File: src/rtl/core/gcr_pkg.sv
`timescale 1ns / 1ps
// Shared types, widths and constants of the grid collision resolve unit.
// No dependencies; files other than gcr_checker refer to it by scoped names.
package gcr_pkg;

    localparam int POS_W   = 24;
    localparam int RAD_W   = 23;
    localparam int WX_W    = 26;
    localparam int VEL_W   = 25;
    localparam int DW      = 48;
    localparam int NUM_W   = 26;
    localparam int DEN_W   = 24;
    localparam int WIN_W   = 12;
    localparam int DD_W    = 29;
    localparam int SQ_W    = 58;
    localparam int BEST_W  = 59;

    localparam int DEF_MAX_ROWS    = 64;
    localparam int DEF_MAX_COLUMNS = 64;
    localparam int DEF_MAX_REACH   = 8;

    localparam logic [DD_W-1:0]   DIST_LIMIT2 = 29'd512000000;
    localparam logic [BEST_W-1:0] BEST_INIT   = 59'd262144000000000000;

    localparam logic OP_WRITE   = 1'b0;
    localparam logic OP_RESOLVE = 1'b1;

    typedef enum logic [2:0] {
        REG_AREA_X_MIN   = 3'd0,
        REG_AREA_X_MAX   = 3'd1,
        REG_AREA_Y_MIN   = 3'd2,
        REG_AREA_Y_MAX   = 3'd3,
        REG_CELL_WIDTH   = 3'd4,
        REG_CELL_HEIGHT  = 3'd5,
        REG_GRID_ROWS    = 3'd6,
        REG_GRID_COLUMNS = 3'd7
    } gcr_reg_t;

    typedef struct packed {
        logic signed [POS_W-1:0] x_min;
        logic signed [POS_W-1:0] x_max;
        logic signed [POS_W-1:0] y_min;
        logic signed [POS_W-1:0] y_max;
        logic [RAD_W-1:0]        cell_w;
        logic [RAD_W-1:0]        cell_h;
        logic [6:0]              rows;
        logic [6:0]              cols;
    } gcr_cfg_t;

    typedef struct packed {
        logic                    op;
        logic [5:0]              row;
        logic [5:0]              col;
        logic                    blocked;
        logic signed [WX_W-1:0]  x;
        logic signed [WX_W-1:0]  y;
        logic signed [POS_W-1:0] ox;
        logic signed [POS_W-1:0] oy;
        logic signed [VEL_W-1:0] vx;
        logic signed [VEL_W-1:0] vy;
        logic [RAD_W-1:0]        rad;
        logic                    upd;
    } gcr_item_t;

    function automatic logic signed [POS_W-1:0] sat24(input logic signed [DW-1:0] v);
        logic signed [POS_W-1:0] r;
        if (v > DW'(signed'(24'sh7FFFFF)))
            r = 24'sh7FFFFF;
        else if (v < DW'(signed'(24'sh800000)))
            r = 24'sh800000;
        else
            r = v[POS_W-1:0];
        return r;
    endfunction

endpackage

File: src/rtl/core/gcr_front.sv
`timescale 1ns / 1ps
// Front part: classifies incoming requests and applies the area walls.
// Depends on gcr_pkg.
module gcr_front
(
    input  gcr_pkg::gcr_cfg_t             cfg,
    input  logic                          operation,
    input  logic [5:0]                    cell_row,
    input  logic [5:0]                    cell_column,
    input  logic                          cell_blocked,
    input  logic signed [23:0]            proposed_x,
    input  logic signed [23:0]            proposed_y,
    input  logic signed [23:0]            previous_x,
    input  logic signed [23:0]            previous_y,
    input  logic signed [23:0]            velocity_x,
    input  logic signed [23:0]            velocity_y,
    input  logic [22:0]                   agent_radius,
    output gcr_pkg::gcr_item_t            item
);

    always_comb
    begin
        logic signed [26:0] x;
        logic signed [26:0] y;
        logic signed [26:0] r;
        logic signed [gcr_pkg::VEL_W-1:0] vx;
        logic signed [gcr_pkg::VEL_W-1:0] vy;
        logic upd;

        r   = signed'({4'b0000, agent_radius});
        x   = 27'(proposed_x);
        y   = 27'(proposed_y);
        vx  = 25'(velocity_x);
        vy  = 25'(velocity_y);
        upd = 1'b0;

        if (x + r > 27'(cfg.x_max))
        begin
            y   = 27'(previous_y);
            x   = 27'(cfg.x_max) - r;
            vx  = -vx;
            upd = 1'b1;
        end
        else if (x - r < 27'(cfg.x_min))
        begin
            y   = 27'(previous_y);
            x   = 27'(cfg.x_min) + r;
            vx  = -vx;
            upd = 1'b1;
        end

        if (y + r > 27'(cfg.y_max))
        begin
            y   = 27'(cfg.y_max) - r;
            vy  = -vy;
            upd = 1'b1;
        end
        else if (y - r < 27'(cfg.y_min))
        begin
            y   = 27'(cfg.y_min) + r;
            vy  = -vy;
            upd = 1'b1;
        end

        item.op      = operation;
        item.row     = cell_row;
        item.col     = cell_column;
        item.blocked = cell_blocked;
        item.x       = x[gcr_pkg::WX_W-1:0];
        item.y       = y[gcr_pkg::WX_W-1:0];
        item.ox      = previous_x;
        item.oy      = previous_y;
        item.vx      = vx;
        item.vy      = vy;
        item.rad     = agent_radius;
        item.upd     = upd;
    end

endmodule

File: config.mk
export PLATFORM = sky130hd
export DESIGN_NAME = gcr_front
export DESIGN_NICKNAME = d
export VERILOG_FILES = /design/src/rtl/core/gcr_pkg.sv /design/src/rtl/core/gcr_front.sv
export SDC_FILE = /design/constraint.sdc
export NUM_CORES = 1
export LEC_CHECK = 0
export ABC_AREA = 1
export BUFFER_PORTS_ARGS = -buffer_cell sky130_fd_sc_hd__buf_2
export CAP_MARGIN = 40
export CORE_AREA = 2 2 201 203
export DETAILED_ROUTE_END_ITERATION = 7
export DIE_AREA = 0 0 203 205
export SYNTH_ARGS = -nofsm -noshare
export SYNTH_HDL_FRONTEND = slang
export SYNTH_SLANG_ARGS = --single-unit
export TNS_END_PERCENT = 100
File: constraint.sdc
create_clock -name vclk -period 9.29
set_input_delay 0.929 -clock vclk [all_inputs]
set_output_delay 0.929 -clock vclk [all_outputs]
set_load 0.1 [all_outputs]
Yosys cells after proc, flatten, opt, wreduce, memory -nomap -nowiden
Cells that the tools add are included.

Bits in registers: 0. Input bits: 337. Word-level logic and storage cells: 28.

Add/sub/neg operators: 10. Magnitude comparators: 4. Muxes and demuxes: 14.

Operator list (count): 2-to-1 mux 26 bit (4); 2-to-1 mux 25 bit (4); adder 24 x 24 -> 25 bit (3); subtractor 24 x 24 -> 25 bit (3); 2-to-1 mux 27 bit (2); negation 24 -> 25 bit (2); adder 27 x 24 -> 27 bit (1); greater-than comparator 27 x 24 -> 1 bit (1); less-than comparator 27 x 24 -> 1 bit (1); subtractor 27 x 24 -> 27 bit (1); greater-than comparator 25 x 24 -> 1 bit (1); less-than comparator 25 x 24 -> 1 bit (1); 2-to-1 mux 1 bit (4).

Depth between registers and ports, before layout
Depth in word-level cells: 8. Gate-level depth with buffers: 64. Mapped depth without buffers: 61.

Least setup slack after synthesis
Ideal clock, no wire load.

Path type: input-to-output. Start point: in agent_radius[1]. End point: out item[25] (netlist bit). Data arrival time: 9.532 ns. Required time: 8.361 ns. Setup slack: -1.171 ns. Stages on the path: 49. Cells stage by stage: inv_1 fa_1 o21ai_2 a21oi_2 o21ai_1 a21boi_2 o21ai_1 a21oi_1 o21ai_1 nand2_1 nand3_1 nand2_1 ha_1 nand2_1 nor2_1 nand3_1 nor2_1 nand2_1 (+13 left out) o21ai_1 a21oi_1 o21ai_1 a21oi_1 nor2_1 nor2_1 xor2_1 ha_1 a21oi_1 o21a_1 o221ai_1 a21oi_1 nand2_1 or2_2 nand2_2 nand2_4 buf_6 o21ai_0.

RTL lines: start: declaration (line gcr_front.sv:17) `input logic [22:0] agent_radius,`; end: declaration (line gcr_front.sv:18) `output gcr_pkg::gcr_item_t item`.

==> flow_summary.json <==
{
  "finalCritPeriodShare_pct": 101,
  "hold_violations": 0,
  "io_buffers": 389,
  "initial_core_util_pct": 37.4,
  "die_area_um2": 41600,
  "drv_slew": 0,
  "critical_path_class": "input port to primary output",
  "max_cap_violations": 0,
  "layout-drive-gt1-share_pct": 34.9,
  "wl_per_cell_um": 19.5,
  "ir_drop_uv": 346,
  "synth.cell_area_um2": 14700,
  "crit_path_max_fanout": 8,
  "crit_buf_inv": 16,
  "num_vias": 18898,
  "total_power_uw": 5550,
  "critical_path.top_delay_family": "simple AND/OR/NAND/NOR gates",
  "drt_iter0_drc": 1262,
  "seq_cells": 0,
  "fillCellCount": 4043,
  "design_area_um2": 21900,
  "leakage_uw": 0.0116,
  "slowest_delay_ns": 0.35,
  "grt_max_degree": 25,
  "setup_violations": 39,
  "grt_pass1_vias": 18218,
  "hp-class": "input port to primary output",
  "globalplace.congestion": 0.961,
  "die_height_um": 205,
  "yosys_warnings": 0,
  "viasPerCell": 5.27,
  "grt_use_total_pct": 31.6,
  "worst_slew_pin_slew_ns": 0.758,
  "ios": 525,
  "antenna_found_initial": 8,
  "die_w_um": 203,
  "routed_wl_um": 69800,
  "overflow": 0,
  "fin_ws_ns": -0.121,
  "yosys-top-cells-area": "ha_1 24%, nand2_1 13%, a21oi_1 9.1%",
  "post-route-util_pct": 55.7,
  "rsz0062_at_grt": "yes",
  "row_count": 73,
  "netlist.area_leader.share_pct": 24.5,
  "crit_path_start_kind": "input port",
  "cp-end-kind": "primary output",
  "synth_most_common_cell": "nand2_1",
  "fmax_mhz": 106,
  "pre_cts_ws_ns": -0.485,
  "place_hpwl_um": 60800,
  "grt_pass1_wl_um": 102000,
  "ys_seq_area_share_pct": 0,
  "final-seq-area_um2": 0,
  "cp_data_required_time_ns": 8.36,
  "yosysUniqueCellTypes": 57,
  "slew_headroom_pct": 49.4,
  "critical_path_arrival_ns": 8.48,
  "syn-num-nets": 3064,
  "outcome": "finished, violations left",
  "power_density_nw_per_um2": 253,
  "slowest_stage": "ha_1",
  "hold_buffers": 0,
  "antenna_left": 0,
  "area_growth_pct": 49.0,
  "drc": 0,
  "period_minus_slack_ns": 9.41,
  "dr.pass1.iters": 5,
  "core_area_um2": 39400,
  "synth_common_cells": "492 x nand2_1, 352 x inv_1, 288 x ha_1, 267 x a21oi_1, 181 x nor2_1",
  "multi_input_comb_area_um2": 14100,
  "clockBufferCount": 0,
  "avgSynthCellArea_um2": 6.06,
  "place_area_um2": 20400,
  "synth_cells": 2431,
  "layout.nets": 3694,
  "synth_largest_area_cell": "ha_1",
  "violations": "setup timing"
}
==> per-layer routing <==
layer	global-route usage, %	up-vias	share of wire (%)
met5	0	-	0.053
met4	6.99	6	3.0
met3	4.04	130	6.9
met2	56.8	730	48
met1	40.2	8752	42
li1	-	9280	-
==> layout by cell type, fill, tap and decap left out, drive strengths merged, types with 7 or more instances in the layout <==
cell type / Yosys / final
buf: 105 / 769
nand2: 500 / 500
inv: 360 / 356
ha: 288 / 288
a21oi: 268 / 268
nor2: 183 / 183
o21ai: 158 / 158
xor2: 136 / 136
nand3: 74 / 74
xnor2: 57 / 57
nor3: 46 / 46
o211ai: 36 / 36
nand4: 28 / 28
a31oi: 18 / 18
o21bai: 17 / 17
o31ai: 16 / 16
or2: 16 / 16
a21o: 14 / 14
a21boi: 13 / 13
nor4: 12 / 12
fa: 8 / 8
o21a: 7 / 7
o221ai: 7 / 7
==> final timing paths <==
| path | end | from | cells after the start |
|---|---|---|---|
| min | item[107] | previous_x[9] | 0 |
| max | item[27] | agent_radius[17] | 57 |
==> power breakdown <==
part	total (µW)	internal (µW)	switching, µW
logic	5550	1920	3630
clock network	0.0000288	0.0000288	0
registers	0	0	0
==> area by class of cell <==
class              instances  share of cell area (%)
diodes                     2                  0.0228
inverters                360                    6.46
multi-input cells       1928                    64.3
well taps                525                    2.99
repair buffers           771                    26.3
==> per-stage QoR <==
step	hold slack, ns	instances	setup TNS, ns
final	1.86	3586	-2.52
after global routing	1.86	3585	-25.62
after CTS	1.86	3556	-0.0275
after detailed placement	1.86	3545	-18.40
after global placement	1.86	3545	-11.87
after floorplan	2.06	2431	-0.980
==> kinds of logic after synthesis <==
| group | share of synthesized area [%] |
|---|---|
| simple gates | 24.8 |
| compound gates | 22.6 |
| buf+inv | 15.5 |
| fa+ha+maj | 25.6 |
| xor+xnor | 11.5 |
| mux | 0.0680 |
==> what timing repair did <==
action / 4_1_cts / 5_1_grt
endpoints found under the setup margin: 51 / 51
setup buffers: 11 / 26
cloned: 0 / 2
hold endpoints to repair: 0 / 0
resized for setup: 67 / 214
pin swaps: 37 / 70
No activity file was read; power rests on OpenSTA's default activity.
