$ cat src/rtl/core/gcr_pkg.sv
`timescale 1ns / 1ps
// Shared types, widths and constants of the grid collision resolve unit.
// No dependencies; files other than gcr_checker refer to it by scoped names.
package gcr_pkg;

    localparam int POS_W   = 24;
    localparam int RAD_W   = 23;
    localparam int WX_W    = 26;
    localparam int VEL_W   = 25;
    localparam int DW      = 48;
    localparam int NUM_W   = 26;
    localparam int DEN_W   = 24;
    localparam int WIN_W   = 12;
    localparam int DD_W    = 29;
    localparam int SQ_W    = 58;
    localparam int BEST_W  = 59;

    localparam int DEF_MAX_ROWS    = 64;
    localparam int DEF_MAX_COLUMNS = 64;
    localparam int DEF_MAX_REACH   = 8;

    localparam logic [DD_W-1:0]   DIST_LIMIT2 = 29'd512000000;
    localparam logic [BEST_W-1:0] BEST_INIT   = 59'd262144000000000000;

    localparam logic OP_WRITE   = 1'b0;
    localparam logic OP_RESOLVE = 1'b1;

    typedef enum logic [2:0] {
        REG_AREA_X_MIN   = 3'd0,
        REG_AREA_X_MAX   = 3'd1,
        REG_AREA_Y_MIN   = 3'd2,
        REG_AREA_Y_MAX   = 3'd3,
        REG_CELL_WIDTH   = 3'd4,
        REG_CELL_HEIGHT  = 3'd5,
        REG_GRID_ROWS    = 3'd6,
        REG_GRID_COLUMNS = 3'd7
    } gcr_reg_t;

    typedef struct packed {
        logic signed [POS_W-1:0] x_min;
        logic signed [POS_W-1:0] x_max;
        logic signed [POS_W-1:0] y_min;
        logic signed [POS_W-1:0] y_max;
        logic [RAD_W-1:0]        cell_w;
        logic [RAD_W-1:0]        cell_h;
        logic [6:0]              rows;
        logic [6:0]              cols;
    } gcr_cfg_t;

    typedef struct packed {
        logic                    op;
        logic [5:0]              row;
        logic [5:0]              col;
        logic                    blocked;
        logic signed [WX_W-1:0]  x;
        logic signed [WX_W-1:0]  y;
        logic signed [POS_W-1:0] ox;
        logic signed [POS_W-1:0] oy;
        logic signed [VEL_W-1:0] vx;
        logic signed [VEL_W-1:0] vy;
        logic [RAD_W-1:0]        rad;
        logic                    upd;
    } gcr_item_t;

    function automatic logic signed [POS_W-1:0] sat24(input logic signed [DW-1:0] v);
        logic signed [POS_W-1:0] r;
        if (v > DW'(signed'(24'sh7FFFFF)))
            r = 24'sh7FFFFF;
        else if (v < DW'(signed'(24'sh800000)))
            r = 24'sh800000;
        else
            r = v[POS_W-1:0];
        return r;
    endfunction

endpackage

$ cat src/rtl/core/gcr_queue.sv
`timescale 1ns / 1ps
// Two-entry request queue between the front and back parts.
// Depends on gcr_pkg.
module gcr_queue
(
    input  logic               clk,
    input  logic               rst_n,
    input  logic               push,
    input  gcr_pkg::gcr_item_t push_item,
    input  logic               pop,
    output gcr_pkg::gcr_item_t head,
    output logic               full,
    output logic               empty
);

    gcr_pkg::gcr_item_t entry_reg [2];
    logic       wr_ptr_reg;
    logic       rd_ptr_reg;
    logic [1:0] cnt_reg;

    assign head  = entry_reg[rd_ptr_reg];
    assign full  = (cnt_reg == 2'd2);
    assign empty = (cnt_reg == 2'd0);

    always_ff @(posedge clk or negedge rst_n)
    begin
        if (!rst_n)
        begin
            wr_ptr_reg <= 1'b0;
            rd_ptr_reg <= 1'b0;
            cnt_reg    <= 2'd0;
        end
        else
        begin
            if (push)
                wr_ptr_reg <= ~wr_ptr_reg;
            if (pop)
                rd_ptr_reg <= ~rd_ptr_reg;
            if (push && !pop)
                cnt_reg <= cnt_reg + 2'd1;
            else if (pop && !push)
                cnt_reg <= cnt_reg - 2'd1;
        end
    end

    always_ff @(posedge clk)
    begin
        if (push)
            entry_reg[wr_ptr_reg] <= push_item;
    end

endmodule

$ cat config.mk
export PLATFORM = sky130hd
export DESIGN_NAME = gcr_queue
export DESIGN_NICKNAME = d
export VERILOG_FILES = /design/src/rtl/core/gcr_pkg.sv /design/src/rtl/core/gcr_queue.sv
export SDC_FILE = /design/constraint.sdc
export NUM_CORES = 1
export LEC_CHECK = 0
export ABC_AREA = 1
export BUFFER_PORTS_ARGS = -buffer_cell sky130_fd_sc_hd__buf_2
export CORE_MARGIN = 1.5
export CORE_UTILIZATION = 40
export CTS_BUF_LIST = sky130_fd_sc_hd__clkbuf_8
export DETAILED_ROUTE_END_ITERATION = 16
export GPL_ROUTABILITY_DRIVEN = 0
export PLACE_DENSITY_LB_ADDON = 0.08
export SYNTH_ARGS = -nofsm -noshare
export SYNTH_HDL_FRONTEND = slang
export SYNTH_SLANG_ARGS = --single-unit
export TNS_END_PERCENT = 1
$ cat constraint.sdc
create_clock -name clk -period 22.8 [get_ports clk]
set_clock_uncertainty 0.15 [all_clocks]
set_input_delay 4.56 -clock clk [delete_from_list [all_inputs] [get_ports clk]]
set_output_delay 4.56 -clock clk [all_outputs]
set_load 0.03 [all_outputs]
Yosys cells after proc, flatten, opt, wreduce, memory -nomap -nowiden
Memory sizes are Yosys's and may differ from the RTL's. Cells that the tools add are included.

Add/sub/neg operators: 2. Bitwise operators: 2. Equal/unequal tests: 1. Muxes and demuxes: 4. Reductions and logical operators: 6.

Operators by type and width (number): $mux W2 (2); $add A2 B1 Y2 const B (1); $eq A2 B2 Y1 const B (1); $logic_and A1 B1 Y1 (2); $logic_not A1 Y1 (2); $logic_not A2 Y1 (1); $mux W1 (2); $not A1 Y1 (2); $reduce_bool A2 Y1 (1); $sub A2 B1 Y2 const B (1).

Bits of input ports: 192. RAM bits: 376. Word-level logic and storage cells: 19. Memories kept: 1. Output and inout port bits: 190. Bits in registers: 4.

Memory list: entry_reg (depth 2, width 188, read ports 1, clocked after memory_dff 0, wr ports 1, line gcr_queue.sv:16) `gcr_pkg::gcr_item_t entry_reg [2];`.

Depth between registers and ports, before layout
Depth after elaboration: 4. Gate-level depth with buffers: 7. Gate-level depth less buffers: 7.

Least setup slack after synthesis
No wires, ideal clock.

Path kind: in2reg. Start: input port push. End: memory entry_reg[0][0] in the netlist's numbering, enable pin. Slack: 9449 ps. Arrival time: 12457 ps. Buffers on the path: 0. Data required time: 21906 ps. Library setup time: 744 ps. Cell stages on the path: 2. Cell sequence: inv_1 > nor2_1.

Cells in the longest elaborated chain, start to end: 2.

Ends and longest elaborated chain: start, declared (line gcr_queue.sv:8) `input logic push,`; $mux W1 (line gcr_queue.sv:48) `if (push)`; $mux W1 (not written as such) (line gcr_queue.sv:49) `entry_reg[wr_ptr_reg] <= push_item;`; end, declared (line gcr_queue.sv:16).

No other way between the ends.

==> impl_metrics.csv <==
group,metric,value,unit
worst_setup_path,path_cells,"buf_4, buf_4, mux2_2, buf_2",
worst_setup_path,worstPathArrival,3.68,ns
synth,syn-cell-area,14200,µm²
synth,synth_cell_types,14,
placement,place.port_buffers,381,
placement,hpwl,19.3,mm
sta,slew_viol_final,0,
routing,remaining_drc_errors,0,
layout,stdcell_area,17600,µm²
cts,clkLatencyLatePin,0.62,ns
worst_setup_path,slowest_delay,0.94,ns
routing,wirelength,29.7,mm
floorplanning,core_area,34700,µm²
worst_setup_path,critical-path-slowest-cell,"buf_4",
layout,final_layout_size_suffix_gt1_share,59.5,%
worst_setup_path,crit_top_cell,"buf_4",
sta,tns,0,ns
synth,synth-seq-cells,380,
sta,final.period_utilization,36.8,%
cts,cts_tree,"built",
cts,hold_buffers,0,
power_and_ir_drop,power_density,134,nW/µm²
worst_setup_path,endpoint_kind,"primary output",
routing,avgRoutedWirePerCell,19.2,µm
routing,final_antenna_net_count,0,
status,outcome,"finished clean",
cts,cts_buffers,61,
sta,worst_pin_slew,1.09,ns
power_and_ir_drop,p_leak,7.02,nW
global_routing,overflow,0,
routing,drtIter0Drc,292,
global_routing,grt_max_degree,164,
floorplanning,row_count,68,
placement,dpl_cell_area,16500,µm²
synth,ys_seq_area_share,80.3,%
power_and_ir_drop,max-vdd-ir-drop,0.0883,mV
layout,syn2layout_area_growth,24.3,%
worst_setup_path,critical-path-top-delay-family,"buffers and inverters",
floorplanning,die_area,36600,µm²
global_routing,antenna_found_initial,11,
worst_setup_path,path_buf_inv,3,
synth,ys_warn_count,0,
flow_run,max_cap_violations,0,
worst_setup_path,critPathMaxFanout,59,
worst_setup_path,start_kind,"flip-flop",
floorplanning,start_util,40.9,%
cts,h-tree-depth,2,
floorplanning,die-width,191,µm
min_path,hp-start,"cnt_reg[1]",
layout,largest_register_ffs,376,
routing,via_count,7128,
min_path,hold_class,"flip-flop to flip-flop",
worst_setup_path,required,18.09,ns
sta,rsz0062_at_grt,"false",
sta,min_period,8.39,ns
sta,max_freq,119,MHz
worst_setup_path,crit_start,"rd_ptr_reg",
global_routing,grt_pass1_vias,7428,
placement,post-place-ws,15.01,ns
worst_setup_path,reg2reg_from,"wr_ptr_reg",
sta,hold_viol,0,
worst_setup_path,crit_type,"flip-flop to primary output",
sta,setup_viol,0,
layout,nets,1232,
routing,vias_per_cell,4.60,
cts,clockRootBuffer,"clkbuf_8",
synth,syn_inst,610,
sta,timing.final.ws_setup,14.41,ns
cts,clk_pin_slew_worst_paths,0.06,ns
floorplanning,die_h,191,µm
floorplanning,ios,382,
cts,post_cts_resized,0,
cts,clockBufferDepth,3,
layout,finalCoreUtilization,50.8,%
global_routing,grtUsageTotal,15.8,%
synth,postSynthAreaPerCell,23.2,µm²
routing,first_pass_iters,4,
synth,synth_nets,803,
cts,cts_setup_buffers,0,
cts,clkSinkCount,380,
global_routing,grt_first_pass_wirelength,42.5,mm
sta,relSlewSlack,27.2,%
## area by class of cell
class | count | area (µm²)
antenna | 7 | 17.5
clock buffer | 65 | 895
clock inverter | 45 | 173
fill | 2943 | 17100
inverter | 7 | 31.3
multi-input combinational | 202 | 2580
sequential | 380 | 11400
tap | 455 | 569
timing repair buffer | 387 | 1960
## report_power, final
| group | total [mW] | internal (mW) | switching (mW) |
|---|---|---|---|
| Sequential | 0.968 | 0.929 | 0.0384 |
| Combinational | 0.878 | 0.317 | 0.562 |
| Clock | 0.509 | 0.259 | 0.249 |
| Total | 2.35 | 1.51 | 0.849 |
## placed cells by master (no fill, tap or decap), types with 5 or more instances in the layout
| master | instances |
|---|---|
| buf_2 | 381 |
| edfxtp_1 | 376 |
| mux2_4 | 100 |
| mux2_2 | 88 |
| clkbuf_8 | 65 |
| inv_1 | 38 |
| clkinv_1 | 10 |
| diode_2 | 7 |
| nand2_1 | 5 |
| buf_4 | 5 |
## through the flow
stage	instances	hold WS, ns	total power [mW]
3_5_place_dp	1431	0.385	1.88
4_1_cts	1541	0.399	2.40
2_1_floorplan	610	0.313	1.68
3_3_place_gp	1431	0.348	1.87
5_1_grt	1544	0.406	2.47
6_report	1548	0.386	2.35
## cells in the mapped netlist
library cell    n  area share, %
dfrtp_1         4           0.71
ha_1            1          0.088
inv_1           7           0.19
edfxtp_1      376             80
nand4_1         1          0.044
nand3_1         1          0.035
mux2_2         88            7.0
buf_2           7           0.25
xnor2_1         1          0.062
mux2_4        100             11
buf_6          14            1.1
xor2_1          2           0.12
nor2_1          3          0.079
nand2_1         5           0.13
## worst register-to-register path, delay by kind of cell (launching register included)
family | cells | cell delay [ns]
and+or+nand+nor | 1 | 0.14
DFF | 1 | 0.42
buffers and inverters | 2 | 1.39
## routing by layer
layer	wire, µm	track usage, %	vias up
li1	-	-	3297
met1	11800	18.4	3458
met2	14000	25.6	283
met3	2950	6.50	80
met4	845	7.09	10
met5	65	0	-
## logic make-up (layout without fill, tap and decap cells)
kind of cell  count (synthesis)  in the layout  share of synthesized area, %
xor+xnor                      3              3                         0.185
fa+ha+maj                     1              1                        0.0882
buf+inv                      28            504                          1.54
flops                       380            380                          80.3
mux                         188            188                          17.6
other cells                   0              7                             0
simple gates                 10             10                         0.291
## final timing paths
path / depth (start not counted) / endpoint / slack, ns
worst max-delay path: 4 / head[172] / 14.41
worst min-delay path: 2 / cnt_reg[1] / 0.39
worst max register to register: 3 / entry_reg[1][136] / 20.18
worst min register to register: 2 / cnt_reg[1] / 0.39
max in group asynchronous: 1 / rd_ptr_reg / 18.75
min in group asynchronous: 1 / wr_ptr_reg / 3.60
No activity file was read; power rests on OpenSTA's default activity.
